===== src/bms_pkg.sv =====
`timescale 1ns / 1ps
// ----------------------------------------------------------------------------
// bms_pkg - shared types and constants for the bilinear map sampler
// Fixed widths of the coordinate and blend datapath, register codes.
// ----------------------------------------------------------------------------
package bms_pkg;

    localparam int ADDR_W      = 16;
    localparam int MAP_DEPTH   = 1 << ADDR_W;
    localparam int WORD_W      = 32;
    localparam int PADDR_W     = 4;
    localparam int FRAC_BITS   = 16;
    localparam int NUM_CORNERS = 4;

    // coordinate path
    localparam int D_W    = WORD_W + 1;          // pos - center
    localparam int PROD_W = D_W + FRAC_BITS;     // 33 x 16 partial products
    localparam int C_W    = PROD_W + 2;          // signed map coordinate, Q.16
    localparam int WGT_W  = FRAC_BITS + 2;       // weights in (-1, 2), signed

    // blend path
    localparam int MP_W = WGT_W + WORD_W;        // weight * map word
    localparam int BL_W = MP_W + 1;              // row blend before rounding
    localparam int A_W  = BL_W - FRAC_BITS;      // row blend after rounding
    localparam int Q_W  = WGT_W + A_W;           // weight * row blend
    localparam int R_W  = Q_W + 1 - FRAC_BITS;   // final blend after rounding

    localparam int     ONE_Q16   = 65536;
    localparam int     HALF_Q16  = 32768;
    localparam longint WORD_MAX  = 64'sd2147483647;
    localparam longint WORD_MIN  = -64'sd2147483648;

    // pipeline shape
    localparam int LD_ST   = 8;    // map write happens on leaving stage 8
    localparam int SMP_ST  = 13;   // valid shift before the output register
    localparam int OK_ST   = 7;    // in-range flag, stages 7..13
    localparam int WGT_ST  = 5;    // weights, stages 7..11
    localparam int LATENCY = 14;

    typedef enum logic [1:0] {
        REG_CENTER_X,
        REG_CENTER_Y,
        REG_INV_PIXEL_SIZE
    } reg_idx_t;

    typedef struct packed {
        logic signed [WGT_W-1:0] wx;
        logic signed [WGT_W-1:0] fx;
        logic signed [WGT_W-1:0] wy;
        logic signed [WGT_W-1:0] fy;
    } wgt_t;

endpackage


===== src/bms_axis.sv =====
`timescale 1ns / 1ps
// ----------------------------------------------------------------------------
// bms_axis - position to map cell for one axis
// Six register stages: offset, magnitude, split multiply, sum, recenter,
// then cell index, fraction, weight and the range check.
// ----------------------------------------------------------------------------
module bms_axis
    import bms_pkg::*;
#(
    parameter int DIM = 256
)
(
    input  logic                         clk,
    input  logic signed [WORD_W-1:0]     pos,
    input  logic signed [WORD_W-1:0]     center,
    input  logic        [WORD_W-1:0]     scale,
    output logic                         coord_ok,
    output logic        [$clog2(DIM)-1:0] idx,
    output logic signed [WGT_W-1:0]      frac,
    output logic signed [WGT_W-1:0]      wgt
);

    localparam int IW = $clog2(DIM);
    localparam logic signed [C_W-1:0] OFFSET =
        C_W'(longint'(DIM) * longint'(HALF_Q16) - longint'(HALF_Q16));
    localparam logic signed [C_W-1:0] C_HI = C_W'(longint'(DIM - 1) * longint'(ONE_Q16));
    localparam logic signed [C_W-1:0] C_LO = C_W'(-longint'(ONE_Q16));
    localparam logic signed [WGT_W-1:0] ONE_W = WGT_W'(ONE_Q16);

    logic signed [D_W-1:0]    d_reg;
    logic        [D_W-1:0]    mag_reg;
    logic                     neg2_reg;
    logic        [PROD_W-1:0] prod_hi_reg;
    logic        [PROD_W-1:0] prod_lo_reg;
    logic                     neg3_reg;
    logic        [PROD_W-1:0] r_reg;
    logic                     neg4_reg;
    logic signed [C_W-1:0]    c_reg;

    logic                     ok_next;
    logic        [IW-1:0]     idx_next;
    logic signed [WGT_W-1:0]  frac_next;

    logic                     ok_reg;
    logic        [IW-1:0]     idx_reg;
    logic signed [WGT_W-1:0]  frac_reg;
    logic signed [WGT_W-1:0]  wgt_reg;

    // truncation toward zero: a coordinate in (-1,0) lands in cell 0
    // and keeps its negative fraction
    always_comb
    begin
        ok_next = (c_reg > C_LO) && (c_reg < C_HI);
        if (c_reg[C_W-1])
        begin
            idx_next  = '0;
            frac_next = c_reg[WGT_W-1:0];
        end
        else
        begin
            idx_next  = c_reg[FRAC_BITS +: IW];
            frac_next = {2'b00, c_reg[FRAC_BITS-1:0]};
        end
    end

    always_ff @(posedge clk)
    begin
        d_reg       <= D_W'(pos) - D_W'(center);
        neg2_reg    <= d_reg[D_W-1];
        mag_reg     <= d_reg[D_W-1] ? $unsigned(-d_reg) : $unsigned(d_reg);
        neg3_reg    <= neg2_reg;
        prod_hi_reg <= PROD_W'(mag_reg) * PROD_W'(scale[WORD_W-1:FRAC_BITS]);
        prod_lo_reg <= PROD_W'(mag_reg) * PROD_W'(scale[FRAC_BITS-1:0]);
        neg4_reg    <= neg3_reg;
        r_reg       <= prod_hi_reg + (prod_lo_reg >> FRAC_BITS);
        c_reg       <= neg4_reg ? OFFSET - $signed({2'b00, r_reg})
                                : OFFSET + $signed({2'b00, r_reg});
        ok_reg      <= ok_next;
        idx_reg     <= idx_next;
        frac_reg    <= frac_next;
        wgt_reg     <= ONE_W - frac_next;
    end

    assign coord_ok = ok_reg;
    assign idx      = idx_reg;
    assign frac     = frac_reg;
    assign wgt      = wgt_reg;

endmodule


===== config.mk =====
export PLATFORM = sky130hd
export DESIGN_NAME = bms_axis
export DESIGN_NICKNAME = d
export VERILOG_FILES = /design/src/bms_pkg.sv /design/src/bms_axis.sv
export SDC_FILE = /design/constraint.sdc
export NUM_CORES = 2
export LEC_CHECK = 0
export ABC_AREA = 1
export ABC_CLOCK_PERIOD_IN_PS = 5900
export BUFFER_PORTS_ARGS = -buffer_cell sky130_fd_sc_hd__buf_2
export CAP_MARGIN = 20
export CORE_MARGIN = 1.5
export CORE_UTILIZATION = 35
export CTS_BUF_LIST = sky130_fd_sc_hd__clkbuf_2 sky130_fd_sc_hd__clkbuf_4 sky130_fd_sc_hd__clkbuf_8
export DETAILED_ROUTE_END_ITERATION = 8
export GPL_TIMING_DRIVEN = 0
export HOLD_SLACK_MARGIN = 0.05
export PLACE_DENSITY = 0.57
export SYNTH_ARGS = -nofsm -noshare
export SYNTH_HDL_FRONTEND = slang
export SYNTH_SLANG_ARGS = --single-unit

===== constraint.sdc =====
create_clock -name clk -period 5.9 [get_ports clk]
set_input_delay 0.59 -clock clk [delete_from_list [all_inputs] [get_ports clk]]
set_output_delay 0.59 -clock clk [all_outputs]
set_load 0.02 [all_outputs]

After elaboration in Yosys (flattened, before gate mapping)
Cells that the tools add are included.
W data, S select, Z words.
{"block": "word_totals", "ff_bits": 312, "in_bits": 97, "elab_cells": 28}
{"block": "classes", "add_sub_neg": 6, "mul": 2, "order_cmp": 2, "muxes": 3, "n_reduce_logical": 1}
{"op": "$mul A33 B16 Y49", "count": 2}
{"op": "$gt A51 B17 Y1 const B", "count": 1}
{"op": "$lt A51 B25 Y1 const B", "count": 1}
{"op": "$mux W51", "count": 1}
{"op": "$add A23 B49 Y50 const A", "count": 1}
{"op": "$sub A23 B49 Y50 const A", "count": 1}
{"op": "$add A49 B33 Y49", "count": 1}
{"op": "$neg A33 Y33", "count": 1}
{"op": "$sub A32 B32 Y33", "count": 1}
{"op": "$mux W32", "count": 1}
{"op": "$mux W18", "count": 1}
{"op": "$sub A18 B18 Y18 const A", "count": 1}
{"op": "$logic_and A1 B1 Y1", "count": 1}

Logic depth before layout (Yosys ltp)
{"block": "depth", "word_depth": 2, "ltp_mapped": 28, "mapped_depth_nobuf": 26}

Worst setup path before layout
No wires, ideal clock.
{"block": "synth_path", "path_type": "input port to flip-flop", "start": "in scale[23]", "end": "reg prod_hi_reg[45]", "setup_time_ns": 0.113, "t_arrival_ns": 5.537, "t_required_ns": 5.787, "slack_ns": 0.250, "stages": 25, "n_path_buf": 2, "cell_sequence": "clkbuf_1 clkbuf_1 nand2_1 fa_1 inv_1 fa_1 inv_1 fa_1 inv_1 fa_1 fa_1 inv_1 fa_1 inv_1 ha_1 nand2_1 inv_1 a21oi_1 nor2_1 nor2_1 nor2_1 o21ai_0 nand3_1 nand2_1 nand2_1"}
{"block": "synth_via", "elab_chain_cells": 1}
{"item": "start, declared", "line_no": "bms_axis.sv:16", "source": "input logic [WORD_W-1:0] scale,"}
{"item": "$mul A33 B16 Y49", "line_no": "bms_axis.sv:72", "source": "prod_hi_reg <= PROD_W'(mag_reg) * PROD_W'(scale[WORD_W-1:FRAC_BITS]);"}
{"item": "end signal, assigned", "line_no": "bms_axis.sv:72"}
{"item": "end, declared", "line_no": "bms_axis.sv:33", "source": "logic [PROD_W-1:0] prod_hi_reg;"}
Every way passes these cells.
A chain may end at the register's enable or synchronous reset.

Worst setup path in the final report
{"block": "layout_path", "start": "in scale[26]", "end": "reg prod_hi_reg[23]"}
The elaborated chain is that of the path after synthesis.

==> results_dict.tcl <==
set metrics [dict create \
    grt-ovfl-total 0 \
    period_share_pct 98.5 \
    grt_pass1_vias 46600 \
    crit_type "input pin to flip-flop" \
    synth_area_mm2 0.0507 \
    setup_viol 0 \
    grt_pass1_wl_mm 289 \
    syn_to_final_growth_pct 12.2 \
    hpwl_mm 165 \
    grt_max_degree 17 \
    worst-slew-pin-transition_ps 777 \
    cts_tree "yes" \
    final_cell_mix "1849 x nand2_1, 1778 x inv_1, 846 x fa_1" \
    initial_core_util_pct 35.3 \
    globalRouteTotalUtil_pct 26.5 \
    fin_tns_setup_ps 0 \
    port_buffers 111 \
    dr_total_vias 44800 \
    core-area_mm2 0.144 \
    nets 8403 \
    finalHoldViolations 0 \
    route.detailed.drc 32 \
    cp-start-kind "input pin" \
    cp-end-kind "flip-flop" \
    slowest_delay_ps 570 \
    htree_levels 2 \
    rows 139 \
    whs_ps 206 \
    ant_nets 0 \
    synth_warnings 0 \
    required_ps 6450 \
    ys_types 58 \
    finalWirelength_mm 193 \
    syn-instance-count 6949 \
    final_max_slew_viol_count 0 \
    drtPass1Iterations 8 \
    largest_reg_flops 51 \
    final_common_cell "nand2_1" \
    cp_cell_sequence "clkbuf_1 -> clkbuf_4 -> nand2_1 -> fa_1 -> inv_1 -> fa_1 -> fa_1 -> fa_1 -> fa_1 -> inv_1 -> fa_1 -> inv_1 -> ha_2 -> nand2_1 -> nor2_2 -> inv_1 -> nor2_2 -> inv_1 -> nor2_1 -> a21oi_1 -> xnor2_1" \
    clk_pin_slew_ps 60 \
    max_slew_margin_pct 48.2 \
    dp.cells 8968 \
    clock-sinks 295 \
    finalWeightedCongestion 0.977 \
    path_delay_family "adder cells" \
    die-area_mm2 0.147 \
    path_common_cell "fa_1" \
    clock_latency_ps 730 \
    cp_max_fo 10 \
    synth_nets 8221 \
    fillers 15200 \
    chipWidth_um 384 \
    drive_gt1_share_pct 10.4 \
    viasPerCell 4.94 \
    cpMaxStageDelayCell "fa_1" \
    crit_buf_inv 7 \
    stdcell_count 9080 \
    antenna_found_initial 11 \
    drv_cap 0 \
    drt_iter0_drc 3616 \
    fmax_mhz 172 \
    synth_seq_cells 295 \
    failed_checks "DRC" \
    cts_made_buffers 51 \
    post_drt_wl_per_cell_um 21.3 \
    io_pins 142 \
    outcome "complete, but fails checks" \
    fin_worst_skew_ps 58.1 \
    ys_seq_area_share_pct 11.7 \
    clock_path_buffers 3 \
    critical_path_arrival_ps 6370 \
    die_h_um 384 \
    hp-class "input pin to flip-flop" \
    fin_crit_ps 5810 \
    root_buffer "clkbuf_8" \
    avgSynthCellArea_um2 7.29 \
]
worst register-to-register path: cells and delay by family, from the launching register on:
kind	cells	cell delay, ps
buffers and inverters	6	550
xor gates and xnor gates	1	320
adders and majority gates	7	3560
AOI/OAI and AO/OA	1	120
DFF	1	430
and+or+nand+nor	5	660
path summary, 6_finish.rpt:
| path | start | endpoint | slack, ps | depth (start not counted) |
|---|---|---|---|---|
| worst max-delay path | scale[26] | prod_hi_reg[23] | 90 | 21 |
| worst min-delay path | center[0] | d_reg[0] | 210 | 3 |
| worst max register to register | mag_reg[15] | prod_hi_reg[23] | 130 | 20 |
| worst min register to register | neg3_reg | neg4_reg | 320 | 0 |
cell type report:
cell class / instances / area [um^2] / area share (%)
tap: 1903 / 2380 / 4.19
sequential: 295 / 6000 / 10.6
inverter: 1804 / 6770 / 11.9
antenna: 4 / 10.0 / 0.0176
multi-input combinational: 4606 / 37800 / 66.4
timing repair buffer: 130 / 756 / 1.33
buffer: 243 / 1910 / 3.35
clock buffer: 74 / 993 / 1.75
clock inverter: 21 / 289 / 0.508
cells by family (layout without fill, tap and decap cells):
kind of cell	after synthesis	after routing	share of synthesized area (%)
buffers and inverters	2048	2272	15.2
XOR/XNOR	191	191	3.30
multiplexers	1	1	0.0198
adder cells (fa/ha/maj)	1175	1175	41.8
AO/OA/AOI/OAI	500	500	5.56
flip-flops	295	295	11.7
other	0	4	0
AND/OR/NAND/NOR	2739	2739	22.4
cells in the mapped netlist, drive strengths merged:
cell | instances | area [um^2]
a211oi | 2 | 15.0
nand4 | 89 | 576
dfxtp | 295 | 5910
xnor2 | 44 | 385
nor3 | 77 | 462
a21oi | 223 | 1130
a21o | 19 | 143
nor3b | 1 | 12.5
nand2b | 1 | 6.26
nand2 | 1889 | 7180
or3 | 1 | 6.26
a21boi | 8 | 60.1
o21a | 16 | 120
a311oi | 1 | 8.76
o21ai | 180 | 957
nor2 | 437 | 1770
and3 | 1 | 6.26
nand3b | 4 | 30.0
nand3 | 202 | 1040
clkinv | 2 | 7.51
and2 | 5 | 32.5
inv | 1802 | 6770
fa | 865 | 17300
o211ai | 9 | 77.6
o21bai | 23 | 173
ha | 310 | 3880
nor4 | 30 | 221
a22oi | 1 | 7.51
buf | 12 | 75.1
xor2 | 147 | 1290
o311ai | 1 | 8.76
a31oi | 15 | 93.8
clkbuf | 232 | 871
o31ai | 2 | 25.0
mux2i | 1 | 10.0
or2 | 2 | 12.5
metrics by stage:
stage / setup WS [ps] / util, % / cell area (um^2)
after detailed placement: -1490 / 37.4 / 53700
after floorplan: 250 / - / 50700
after global placement: -1560 / 37.3 / 53600
after CTS: -3.78 / 39.0 / 56000
after global routing: -80.6 / 39.6 / 56900
final: 87.4 / 39.6 / 56900
what timing repair did:
| item | CTS | global route |
|---|---|---|
| setup buffers | 5 | 10 |
| endpoints found under the setup margin | 69 | 64 |
| hold buffers | 0 | 0 |
| pin swaps | 0 | 23 |
| gates resized for setup | 380 | 382 |
metal layers:
| layer | GRT usage [%] | part of all wire (%) | vias to the layer above |
|---|---|---|---|
| met4 | 14.5 | 6.4 | 8 |
| met3 | 4.24 | 7.8 | 415 |
| met2 | 43.0 | 45 | 1853 |
| met1 | 33.6 | 41 | 21800 |
| li1 | - | - | 20700 |
| met5 | 0 | 0.037 | - |
Power is left out: the tool's default activity adds up to more than one toggle a clock period on the data nets, which glitch-free logic cannot reach.
